`src/rtl/core/eased_tween_interpolator_assert.svh`:
```
// assertion macros used by the eased tween interpolator core
`ifndef EASED_TWEEN_INTERPOLATOR_ASSERT_SVH
`define EASED_TWEEN_INTERPOLATOR_ASSERT_SVH
`ifndef SYNTH
`define ETI_ASSERT(name, prop, msg) \
    name: assert property (@(posedge i_clk) disable iff (!i_rst_n) (prop)) else $error(msg);
`define ETI_ASSERT_RST(name, prop, msg) \
    name: assert property (@(posedge i_clk) (prop)) else $error(msg);
`else
`define ETI_ASSERT(name, prop, msg)
`define ETI_ASSERT_RST(name, prop, msg)
`endif
`endif

```
`src/rtl/core/eti_pkg.sv`:
```
// shared constants and codes for the eased tween interpolator
package eti_pkg;

    localparam int DEF_TIME_BITS     = 48;
    localparam int DEF_FRACTION_BITS = 16;
    localparam int DEF_VALUE_BITS    = 32;

    localparam int DUR_BITS       = 24;
    localparam int CFG_DATA_BITS  = 32;
    localparam int CFG_INDEX_BITS = 2;
    localparam int CURVE_BITS     = 3;

    localparam logic [CFG_INDEX_BITS-1:0] REG_CURVE_MODE     = 2'd0;
    localparam logic [CFG_INDEX_BITS-1:0] REG_DURATION_TICKS = 2'd1;
    localparam logic [CFG_INDEX_BITS-1:0] REG_START_VALUE    = 2'd2;
    localparam logic [CFG_INDEX_BITS-1:0] REG_END_VALUE      = 2'd3;

    localparam logic [CURVE_BITS-1:0] CURVE_LINEAR      = 3'd0;
    localparam logic [CURVE_BITS-1:0] CURVE_IN_QUAD     = 3'd1;
    localparam logic [CURVE_BITS-1:0] CURVE_OUT_QUAD    = 3'd2;
    localparam logic [CURVE_BITS-1:0] CURVE_INOUT_QUAD  = 3'd3;
    localparam logic [CURVE_BITS-1:0] CURVE_IN_CUBIC    = 3'd4;
    localparam logic [CURVE_BITS-1:0] CURVE_OUT_CUBIC   = 3'd5;
    localparam logic [CURVE_BITS-1:0] CURVE_INOUT_CUBIC = 3'd6;
    // spare code, behaves as linear
    localparam logic [CURVE_BITS-1:0] CURVE_SPARE       = 3'd7;

    localparam logic [CURVE_BITS-1:0] CURVE_RESET    = CURVE_INOUT_QUAD;
    localparam logic [DUR_BITS-1:0]   DURATION_RESET = 24'd250000;

endpackage

```
`src/rtl/core/eti_div.sv`:
```
// bit-serial restoring divider producing the fractional offset
module eti_div #(
    parameter int NUM_BITS = eti_pkg::DUR_BITS,
    parameter int QUO_BITS = eti_pkg::DEF_FRACTION_BITS
) (
    input  logic                i_clk,
    input  logic                i_rst_n,
    input  logic                i_start,
    input  logic [NUM_BITS-1:0] i_num,
    input  logic [NUM_BITS-1:0] i_den,
    output logic                o_done,
    output logic [QUO_BITS-1:0] o_quo
);

    localparam int CW = $clog2(QUO_BITS + 1);

    logic                r_busy;
    logic                r_done;
    logic [CW-1:0]       r_cnt;
    logic [NUM_BITS-1:0] r_rem;
    logic [NUM_BITS-1:0] r_den;
    logic [QUO_BITS-1:0] r_quo;

    logic [NUM_BITS:0]   shifted;
    logic [NUM_BITS:0]   trial;
    logic                fits;

    // numerator stays below the divisor, so the remainder fits NUM_BITS
    assign shifted = {r_rem, 1'b0};
    assign trial   = shifted - {1'b0, r_den};
    assign fits    = shifted >= {1'b0, r_den};

    always_ff @(posedge i_clk) begin
        if (!i_rst_n) begin
            r_busy <= 1'b0;
            r_done <= 1'b0;
            r_cnt  <= '0;
        end else begin
            r_done <= 1'b0;
            if (i_start) begin
                r_busy <= 1'b1;
                r_cnt  <= '0;
            end else if (r_busy) begin
                r_cnt <= r_cnt + CW'(1);
                if (r_cnt == CW'(QUO_BITS - 1)) begin
                    r_busy <= 1'b0;
                    r_done <= 1'b1;
                end
            end
        end
    end

    always_ff @(posedge i_clk) begin
        if (i_start) begin
            r_rem <= i_num;
            r_den <= i_den;
            r_quo <= '0;
        end else if (r_busy) begin
            r_rem <= fits ? trial[NUM_BITS-1:0] : shifted[NUM_BITS-1:0];
            r_quo <= {r_quo[QUO_BITS-2:0], fits};
        end
    end

    assign o_done = r_done;
    assign o_quo  = r_quo;

endmodule

```
`src/rtl/core/eti_mul.sv`:
```
// shared signed multiplier with registered operands and product
module eti_mul #(
    parameter int WIDTH = eti_pkg::DEF_VALUE_BITS + 2
) (
    input  logic                      i_clk,
    input  logic                      i_load,
    input  logic signed [WIDTH-1:0]   i_a,
    input  logic signed [WIDTH-1:0]   i_b,
    output logic signed [2*WIDTH-1:0] o_p
);

    logic signed [WIDTH-1:0]   r_a;
    logic signed [WIDTH-1:0]   r_b;
    logic signed [2*WIDTH-1:0] r_p;

    always_ff @(posedge i_clk) begin
        if (i_load) begin
            r_a <= i_a;
            r_b <= i_b;
        end
        r_p <= r_a * r_b;
    end

    assign o_p = r_p;

endmodule

```
`src/rtl/core/eased_tween_interpolator.sv`:
```
// Eased tween interpolator. A start beat (command 1) latches the frame stamp as the begin
// stamp, sets the end stamp to begin plus duration_ticks and answers with start_value. A tick
// beat (command 0) clamps its stamp between the stamps, forms an unsigned Q1.FRACTION_BITS
// offset, eases it with the selected curve and blends start_value to end_value, truncating
// toward zero. One beat is taken at a time: in_stall stays high until the result sits in
// the output register, which then holds it while the next beat is already being worked on.
// A tick whose time lies strictly inside the animation first runs the bit-serial offset
// divider at one quotient bit per cycle, then makes one pass through the one shared
// multiplier with a linear curve, two with a quadratic and three with a cubic curve;
// clamped times skip the divider. A result waits while the output register stays full.
module eased_tween_interpolator #(
    parameter int TIME_BITS     = eti_pkg::DEF_TIME_BITS,
    parameter int FRACTION_BITS = eti_pkg::DEF_FRACTION_BITS,
    parameter int VALUE_BITS    = eti_pkg::DEF_VALUE_BITS
) (
    input  logic                                i_clk,
    input  logic                                i_rst_n,
    input  logic                                i_in_valid,
    output logic                                o_in_stall,
    input  logic                                i_command,
    input  logic [TIME_BITS-1:0]                i_frame_stamp,
    output logic                                o_out_valid,
    input  logic                                i_out_stall,
    output logic signed [VALUE_BITS-1:0]        o_out_value,
    output logic [FRACTION_BITS:0]              o_eased_alpha,
    output logic                                o_updated,
    output logic                                o_running,
    input  logic                                i_cfg_valid,
    output logic                                o_cfg_ready,
    input  logic [eti_pkg::CFG_INDEX_BITS-1:0]  i_cfg_index,
    input  logic [eti_pkg::CFG_DATA_BITS-1:0]   i_cfg_data
);

    `include "eased_tween_interpolator_assert.svh"

    localparam int DW = eti_pkg::DUR_BITS;
    localparam int AW = FRACTION_BITS + 1;
    localparam int XW = FRACTION_BITS + 2;
    localparam int EW = FRACTION_BITS + 3;
    localparam int MW = (VALUE_BITS + 2 > EW) ? VALUE_BITS + 2 : EW;
    localparam int PW = 2 * MW;
    localparam int SW = VALUE_BITS + FRACTION_BITS + 2;

    localparam logic [AW-1:0] A_ONE  = AW'(64'd1 << FRACTION_BITS);
    localparam logic [XW-1:0] X_ONE  = XW'(64'd1 << FRACTION_BITS);
    localparam logic [XW-1:0] X_TWO  = XW'(64'd1 << (FRACTION_BITS + 1));
    localparam logic [EW-1:0] E_ONE  = EW'(64'd1 << FRACTION_BITS);
    localparam logic [EW-1:0] E_TWO  = EW'(64'd1 << (FRACTION_BITS + 1));
    localparam logic [SW-1:0] S_BIAS = SW'((64'd1 << FRACTION_BITS) - 64'd1);

    typedef enum logic [13:0] {
        S_IDLE   = 14'b00000000000001,
        S_CLAMP  = 14'b00000000000010,
        S_OFFSET = 14'b00000000000100,
        S_DIV    = 14'b00000000001000,
        S_EASE   = 14'b00000000010000,
        S_MUL_A  = 14'b00000000100000,
        S_WAIT_A = 14'b00000001000000,
        S_MUL_B  = 14'b00000010000000,
        S_WAIT_B = 14'b00000100000000,
        S_ALPHA  = 14'b00001000000000,
        S_LERP   = 14'b00010000000000,
        S_WAIT_L = 14'b00100000000000,
        S_SUM    = 14'b01000000000000,
        S_ROUND  = 14'b10000000000000
    } t_state;

    t_state r_state;
    t_state n_state;

    // configuration
    logic [eti_pkg::CURVE_BITS-1:0] r_curve;
    logic [DW-1:0]                  r_dur;
    logic [eti_pkg::CFG_DATA_BITS-1:0] r_start;
    logic [eti_pkg::CFG_DATA_BITS-1:0] r_end_value;

    // animation state
    logic [TIME_BITS-1:0] r_begin;
    logic [TIME_BITS-1:0] r_end;
    logic [AW-1:0]        r_prev_off;
    logic                 r_prev_valid;

    // working registers
    logic                 r_cmd;
    logic [TIME_BITS-1:0] r_time;
    logic [AW-1:0]        r_off;
    logic [XW-1:0]        r_y;
    logic [XW-1:0]        r_b;
    logic                 r_low;
    logic [AW-1:0]        r_alpha;
    logic                 r_updated;
    logic                 r_running;
    logic signed [SW-1:0] r_sum;

    // output register
    logic                         r_out_valid;
    logic signed [VALUE_BITS-1:0] r_out_value;
    logic [AW-1:0]                r_out_alpha;
    logic                         r_out_updated;
    logic                         r_out_running;

    logic                 in_take;
    logic                 out_free;
    logic                 out_load;

    logic                 div_start;
    logic [DW-1:0]        div_num;
    logic                 div_done;
    logic [FRACTION_BITS-1:0] div_quo;

    logic                 mul_load;
    logic signed [MW-1:0] mul_a;
    logic signed [MW-1:0] mul_b;
    logic signed [PW-1:0] mul_p;

    logic [TIME_BITS-1:0] t_clamped;
    logic [XW-1:0]        x_ext;
    logic [XW-1:0]        p_ext;
    logic [XW-1:0]        q_ext;
    logic                 p_low;
    logic [XW-1:0]        y_next;
    logic [XW-1:0]        b_next;
    logic                 is_cubic;
    logic [EW-1:0]        q1;
    logic [EW-1:0]        q2;
    logic [EW-1:0]        alpha_wide;
    logic [VALUE_BITS-1:0] sv;
    logic [VALUE_BITS-1:0] ev;
    logic signed [VALUE_BITS:0] delta;
    logic [SW-1:0]        start_shift;
    logic [SW-1:0]        rounded;
    logic                 changed;

    assign in_take  = i_in_valid && !o_in_stall;
    assign out_free = !r_out_valid || !i_out_stall;
    assign out_load = (r_state == S_ROUND) && out_free;

    assign o_in_stall  = (r_state != S_IDLE);
    assign o_cfg_ready = 1'b1;

    eti_div #(
        .NUM_BITS (DW),
        .QUO_BITS (FRACTION_BITS)
    ) u_div (
        .i_clk   (i_clk),
        .i_rst_n (i_rst_n),
        .i_start (div_start),
        .i_num   (div_num),
        .i_den   (r_dur),
        .o_done  (div_done),
        .o_quo   (div_quo)
    );

    eti_mul #(
        .WIDTH (MW)
    ) u_mul (
        .i_clk  (i_clk),
        .i_load (mul_load),
        .i_a    (mul_a),
        .i_b    (mul_b),
        .o_p    (mul_p)
    );

    assign t_clamped = (r_time > r_end) ? r_end : ((r_time < r_begin) ? r_begin : r_time);

    assign div_start = (r_state == S_OFFSET) && (r_time != r_end) && (r_time != r_begin)
                       && (r_dur != '0);
    assign div_num   = DW'(r_time - r_begin);

    // ease operands: x, p = 2x, q = p - 1
    assign x_ext = {1'b0, r_off};
    assign p_ext = {r_off, 1'b0};
    assign q_ext = p_ext - X_ONE;
    assign p_low = p_ext < X_ONE;

    always_comb begin
        y_next = x_ext;
        b_next = x_ext;
        case (r_curve)
            eti_pkg::CURVE_OUT_QUAD: begin
                b_next = X_TWO - x_ext;
            end
            eti_pkg::CURVE_INOUT_QUAD: begin
                if (p_low) begin
                    y_next = p_ext;
                    b_next = p_ext;
                end else begin
                    y_next = q_ext;
                    b_next = X_TWO - q_ext;
                end
            end
            eti_pkg::CURVE_OUT_CUBIC: begin
                y_next = X_ONE - x_ext;
                b_next = X_ONE - x_ext;
            end
            eti_pkg::CURVE_INOUT_CUBIC: begin
                if (p_low) begin
                    y_next = p_ext;
                    b_next = p_ext;
                end else begin
                    y_next = X_TWO - p_ext;
                    b_next = X_TWO - p_ext;
                end
            end
            default: begin
                y_next = x_ext;
                b_next = x_ext;
            end
        endcase
    end

    assign is_cubic = (r_curve == eti_pkg::CURVE_IN_CUBIC)
                      || (r_curve == eti_pkg::CURVE_OUT_CUBIC)
                      || (r_curve == eti_pkg::CURVE_INOUT_CUBIC);

    // truncated fraction products
    assign q1 = mul_p[FRACTION_BITS +: EW];
    assign q2 = mul_p[FRACTION_BITS + 1 +: EW];

    always_comb begin
        case (r_curve)
            eti_pkg::CURVE_INOUT_QUAD:  alpha_wide = r_low ? q2 : ((E_ONE + q1) >> 1);
            eti_pkg::CURVE_OUT_CUBIC:   alpha_wide = E_ONE - q1;
            eti_pkg::CURVE_INOUT_CUBIC: alpha_wide = r_low ? (q1 >> 1) : ((E_TWO - q1) >> 1);
            default:                    alpha_wide = q1;
        endcase
    end

    assign sv    = r_start[VALUE_BITS-1:0];
    assign ev    = r_end_value[VALUE_BITS-1:0];
    assign delta = $signed({ev[VALUE_BITS-1], ev}) - $signed({sv[VALUE_BITS-1], sv});
    assign start_shift = {{2{sv[VALUE_BITS-1]}}, sv, {FRACTION_BITS{1'b0}}};

    always_comb begin
        mul_load = 1'b0;
        mul_a    = $signed({{(MW - XW){1'b0}}, r_y});
        mul_b    = $signed({{(MW - XW){1'b0}}, r_b});
        case (r_state)
            S_MUL_A: begin
                mul_load = 1'b1;
            end
            S_MUL_B: begin
                // cube: square times the base
                mul_load = is_cubic;
                mul_a    = $signed({{(MW - XW){1'b0}}, q1[XW-1:0]});
                mul_b    = $signed({{(MW - XW){1'b0}}, r_y});
            end
            S_LERP: begin
                mul_load = 1'b1;
                mul_a    = $signed({{(MW - VALUE_BITS - 1){delta[VALUE_BITS]}}, delta});
                mul_b    = $signed({{(MW - AW){1'b0}}, r_alpha});
            end
            default: begin
                mul_load = 1'b0;
            end
        endcase
    end

    assign changed = !r_prev_valid || (r_off != r_prev_off);

    // truncate toward zero: bias negative sums before the arithmetic shift
    assign rounded = r_sum + (r_sum[SW-1] ? S_BIAS : '0);

    always_comb begin
        n_state = r_state;
        case (r_state)
            S_IDLE:   if (in_take) n_state = S_CLAMP;
            S_CLAMP:  n_state = r_cmd ? S_ROUND : S_OFFSET;
            S_OFFSET: n_state = div_start ? S_DIV : S_EASE;
            S_DIV:    if (div_done) n_state = S_EASE;
            S_EASE:   n_state = (r_curve == eti_pkg::CURVE_LINEAR
                                 || r_curve == eti_pkg::CURVE_SPARE)
                                ? S_LERP : S_MUL_A;
            S_MUL_A:  n_state = S_WAIT_A;
            S_WAIT_A: n_state = S_MUL_B;
            S_MUL_B:  n_state = is_cubic ? S_WAIT_B : S_ALPHA;
            S_WAIT_B: n_state = S_ALPHA;
            S_ALPHA:  n_state = S_LERP;
            S_LERP:   n_state = S_WAIT_L;
            S_WAIT_L: n_state = S_SUM;
            S_SUM:    n_state = S_ROUND;
            S_ROUND:  if (out_free) n_state = S_IDLE;
            default:  n_state = S_IDLE;
        endcase
    end

    // control state
    always_ff @(posedge i_clk) begin
        if (!i_rst_n) begin
            r_state      <= S_IDLE;
            r_curve      <= eti_pkg::CURVE_RESET;
            r_dur        <= eti_pkg::DURATION_RESET;
            r_start      <= '0;
            r_end_value  <= '0;
            r_begin      <= '0;
            r_end        <= '0;
            r_prev_off   <= '0;
            r_prev_valid <= 1'b0;
            r_out_valid  <= 1'b0;
        end else begin
            r_state <= n_state;
            if (i_cfg_valid && o_cfg_ready) begin
                case (i_cfg_index)
                    eti_pkg::REG_CURVE_MODE:
                        r_curve <= i_cfg_data[eti_pkg::CURVE_BITS-1:0];
                    eti_pkg::REG_DURATION_TICKS: r_dur       <= i_cfg_data[DW-1:0];
                    eti_pkg::REG_START_VALUE:    r_start     <= i_cfg_data;
                    eti_pkg::REG_END_VALUE:      r_end_value <= i_cfg_data;
                    default: ;
                endcase
            end
            if (r_state == S_CLAMP && r_cmd) begin
                r_begin      <= r_time;
                r_end        <= r_time + {{(TIME_BITS - DW){1'b0}}, r_dur};
                r_prev_off   <= '0;
                r_prev_valid <= 1'b0;
            end
            if (r_state == S_EASE && changed) begin
                r_prev_off   <= r_off;
                r_prev_valid <= 1'b1;
            end
            if (out_load) begin
                r_out_valid <= 1'b1;
            end else if (r_out_valid && !i_out_stall) begin
                r_out_valid <= 1'b0;
            end
        end
    end

    // datapath
    always_ff @(posedge i_clk) begin
        if (in_take) begin
            r_cmd  <= i_command;
            r_time <= i_frame_stamp;
        end
        case (r_state)
            S_CLAMP: begin
                if (r_cmd) begin
                    r_sum     <= $signed(start_shift);
                    r_alpha   <= '0;
                    r_updated <= 1'b0;
                    r_running <= 1'b1;
                end else begin
                    r_time <= t_clamped;
                end
            end
            S_OFFSET: begin
                if (r_time == r_end || (r_time != r_begin && r_dur == '0)) begin
                    r_off <= A_ONE;
                end else begin
                    r_off <= '0;
                end
            end
            S_DIV: begin
                if (div_done) begin
                    r_off <= {1'b0, div_quo};
                end
            end
            S_EASE: begin
                r_y       <= y_next;
                r_b       <= b_next;
                r_low     <= p_low;
                r_alpha   <= r_off;
                r_updated <= changed;
                r_running <= (r_off < A_ONE);
            end
            S_ALPHA: begin
                r_alpha <= alpha_wide[AW-1:0];
            end
            S_SUM: begin
                r_sum <= $signed(start_shift) + $signed(mul_p[SW-1:0]);
            end
            default: ;
        endcase
        if (out_load) begin
            r_out_value   <= $signed(rounded[FRACTION_BITS +: VALUE_BITS]);
            r_out_alpha   <= r_alpha;
            r_out_updated <= r_updated;
            r_out_running <= r_running;
        end
    end

    assign o_out_valid   = r_out_valid;
    assign o_out_value   = r_out_value;
    assign o_eased_alpha = r_out_alpha;
    assign o_updated     = r_out_updated;
    assign o_running     = r_out_running;

    `ETI_ASSERT(a_alpha_bound, o_out_valid |-> (o_eased_alpha <= A_ONE), "eased alpha above one")
    `ETI_ASSERT(a_done_alpha_one, (o_out_valid && !o_running) |-> (o_eased_alpha == A_ONE), "finished tween without full alpha")
    `ETI_ASSERT(a_div_done_state, div_done |-> (r_state == S_DIV), "divider finished outside divide wait")
    `ETI_ASSERT(a_prev_mark_set, (r_state == S_EASE) |=> r_prev_valid, "offset mark not recorded after a tick")
    `ETI_ASSERT_RST(a_reset_clears_out, !i_rst_n |=> !o_out_valid, "result pending after reset")

endmodule

```
`config.mk`:
```
export PLATFORM = sky130hd
export DESIGN_NAME = eased_tween_interpolator
export DESIGN_NICKNAME = d
export VERILOG_FILES = /design/src/rtl/core/eti_pkg.sv /design/src/rtl/core/eti_div.sv /design/src/rtl/core/eti_mul.sv /design/src/rtl/core/eased_tween_interpolator.sv
export VERILOG_INCLUDE_DIRS = /design/src /design/src/rtl/core
export SDC_FILE = /design/constraint.sdc
export NUM_CORES = 2
export LEC_CHECK = 0
export BUFFER_PORTS_ARGS = -buffer_cell sky130_fd_sc_hd__buf_2
export CORE_MARGIN = 10
export CORE_UTILIZATION = 50
export CTS_CLUSTER_DIAMETER = 120
export DETAILED_ROUTE_END_ITERATION = 12
export PLACE_DENSITY = 0.68
export SYNTH_ARGS = -nofsm -noshare
export SYNTH_HDL_FRONTEND = slang
export SYNTH_HIERARCHICAL = 1
export SYNTH_SLANG_ARGS = --single-unit
```
`constraint.sdc`:
```
create_clock -name i_clk -period 9.3 [get_ports i_clk]
set_clock_uncertainty 0.1 [all_clocks]
set_input_delay 1.86 -clock i_clk [delete_from_list [all_inputs] [get_ports i_clk]]
set_output_delay 1.86 -clock i_clk [all_outputs]
set_load 0.1 [all_outputs]
```
==> impl_metrics.yaml <==
synthesis:
  synthesis.area_per_instance_sq_um: 9.12
  syn-cell-area_sq_um: 70300
  synth_warnings: 6
  syn_inst: 7707
power:
  combinationalPowerShare_pct: 28.2
  power.share.clock_pct: 34.5
  power.net_switching_w: 0.00303
  vdd_ir_drop_max_mv: 0.280
  total_power_w: 0.00910
  leakagePower_nw: 33.8
  intPower_w: 0.00607
  power-per-cell-area_nw_per_um2: 120
  power_switching_share_pct: 33.3
  power_frac_seq_pct: 37.3
grt:
  grt_first_pass_wirelength_um: 337000
  grt_util_met1_pct: 33.7
  groute.usage.overall_pct: 27.7
  met3_track_usage_gr_pct: 4.22
  grt-ovfl-total: 0
  grt_pass1_vias: 57100
  busiest_layer: "met2"
  grt_antenna_before_repair: 8
  maximum_number_of_pins_on_one_net_before_global_route_repair: 99
  grt_use_met2_pct: 45.8
timing:
  timing.final.setup_violations: 0
  worst_hold_slack_ps: 322
  number_of_hold_violations_in_the_final_report: 0
  worstMarginPinSlew_ps: 1410
  setup_tns_ps: 0
  slew_headroom_pct: 5.75
  final.period_utilization_pct: 91.5
  fin_crit_ps: 8510
  max_clock_freq_mhz: 117
  grt_setup_unrepaired: "no"
  timing_max_transition_violations_final: 0
setup_path:
  crit_arrival_ps: 8970
  critPathLaunchType: "flip-flop"
  timing.critical_path.slowest_stage_cell: "sky130_fd_sc_hd__edfxtp_1"
  crit_chain: "and2_1, fa_1, fa_1, fa_1, inv_1, fa_1, inv_1, fa_1, fa_1, fa_1, inv_1, fa_1, inv_1, ha_1, a211oi_1, o21ai_1, o2111ai_1, a21o_1, nor2_1, a21oi_1, o21bai_1, a31oi_1, xnor2_1"
  endpoint_kind: "flip-flop"
  cp-startpoint: "u_mul/r_a[14]"
  critical_path.reg2reg.startpoint: "u_mul/r_a[14]"
  worst_path_max_stage_delay_ps: 1300
  timing.critical_path.mode_cell: "sky130_fd_sc_hd__fa_1"
  critical_path_required_ps: 9760
  timing.critical_path.buf_inv: 4
  critical_path_peak_fanout: 27
  critical-path-top-delay-family: "adder cells"
  critPathKind: "flip-flop to flip-flop"
clocking:
  cts_tree: "yes"
  cts_root_buf: "sky130_fd_sc_hd__clkbuf_16"
  htree_levels: 3
  cts.clk_slew.worst_paths_ps: 60
  ctsHoldBuffers: 0
  numClockSinks: 631
  clk_latency_ps: 700
  cts.path.max_buffers: 3
  tritoncts.num_buffers: 76
  postCtsSetupBuffers: 0
  post_cts_resize_count: 0
die:
  core_region_area_sq_um: 140000
  ioPinCount: 142
  dieArea_sq_um: 156000
  die-height_um: 395
  initial_core_util_pct: 50.3
  die_width_um: 395
  site_row_count: 137
placement:
  place_congestion: 0.968
  port-buffer-count: 140
  placed_cell_area_sq_um: 72900
  place_hpwl_um: 169000
cells_and_area:
  final_design_area_no_fill_sq_um: 75500
  syn2layout_area_growth_pct: 7.42
  fill_cells: 12600
  fin_nets: 9106
  layout-drive-gt1-share_pct: 6.23
  final_util_pct: 54.1
detailed_routing:
  total_number_of_vias: 54700
  detailedRoute.firstPassIterationCount: 6
  detail_route.wirelength_um: 219000
  wire_per_inst_um: 22.8
  avgViaCountPerCell: 5.71
  dr.first_iter.drc_count: 4629
  route.detailed.drc: 0
  drt.antenna.violating_nets: 0
worst_hold_path:
  holdCritPathClass: "flip-flop to flip-flop"
  worst_hold_startpoint: "r_updated"
run:
  drv_cap: 0
status:
  run_status: "finished, final reports clean"
==> layout make-up <==
type | instances | area [sq um] | area share, %
timing repair buffer | 275 | 1790 | 2.37
sequential | 631 | 16000 | 21.2
antenna | 9 | 22.5 | 0.0298
multi-input combinational | 5451 | 48200 | 63.8
clock inverter | 46 | 552 | 0.730
clock buffer | 96 | 2090 | 2.77
inverter | 1200 | 4500 | 5.96
tap | 1876 | 2350 | 3.11
==> power groups by stage <==
| stage | clock [W] | sequential [W] | combinational, W |
|---|---|---|---|
| final | 0.00314 | 0.00339 | 0.00257 |
| after global placement | 0 | 0.00344 | 0.00249 |
| after global routing | 0.00331 | 0.00342 | 0.00285 |
| after detailed placement | 0 | 0.00344 | 0.00253 |
| after CTS | 0.00320 | 0.00339 | 0.00255 |
| after floorplan | 0 | 0.00335 | 0.00197 |
==> layer usage <==
layer / share of wire (%) / vias up
li1: - / 24600
met1: 38 / 27200
met2: 47 / 2260
met3: 7.0 / 625
met4: 7.5 / 2
met5: 0.0073 / -
==> sequential cells by signal, summed over array words and instances, names as in the netlist, 3 cells and up <==
register,count
r_start,32
r_y,18
o_eased_alpha,17
r_dur,24
ev,32
r_begin,48
u_mul/r_b,34
r_sum,49
r_off,17
u_div/r_den,24
u_div/o_quo,16
u_mul/o_p,50
u_div/r_cnt,5
r_state,14
r_end,48
r_b,18
r_alpha,17
r_prev_off,17
u_div/r_rem,24
r_time,48
o_out_value,32
u_mul/r_a,34
r_curve,3
==> path summary, 6_finish.rpt <==
kind | endpoint | slack (ps) | cells past startpoint
setup / recovery | u_mul/o_p[37] | 790 | 23
hold / removal | o_updated | 320 | 0
setup reg to reg | u_mul/o_p[37] | 790 | 23
hold reg to reg | o_updated | 320 | 0
==> per-stage QoR <==
stage	setup WS, ps	instances
final	786	9584
after global routing	520	9578
after CTS	913	9575
after detailed placement	913	9433
after global placement	907	9432
after floorplan	2130	7722
==> layout by cell type (no fill, tap or decap), drive strengths merged, types with 26 or more instances in the layout <==
cell type  instances
inv             1210
nand2           1055
fa               964
and2             630
ha               419
edfxtp           338
dfxtp            293
a21oi            291
buf              275
o21ai            272
nor2             246
a21boi           177
xnor2            148
a21o             141
nand3            113
xor2              96
clkbuf            96
a211oi            80
nor2b             77
mux2i             72
nor3              65
nand4             59
a31oi             56
and3              42
a22oi             38
nand2b            37
nor4              31
o21bai            26
clkinv            26
No activity file was read; power rests on OpenSTA's default activity.
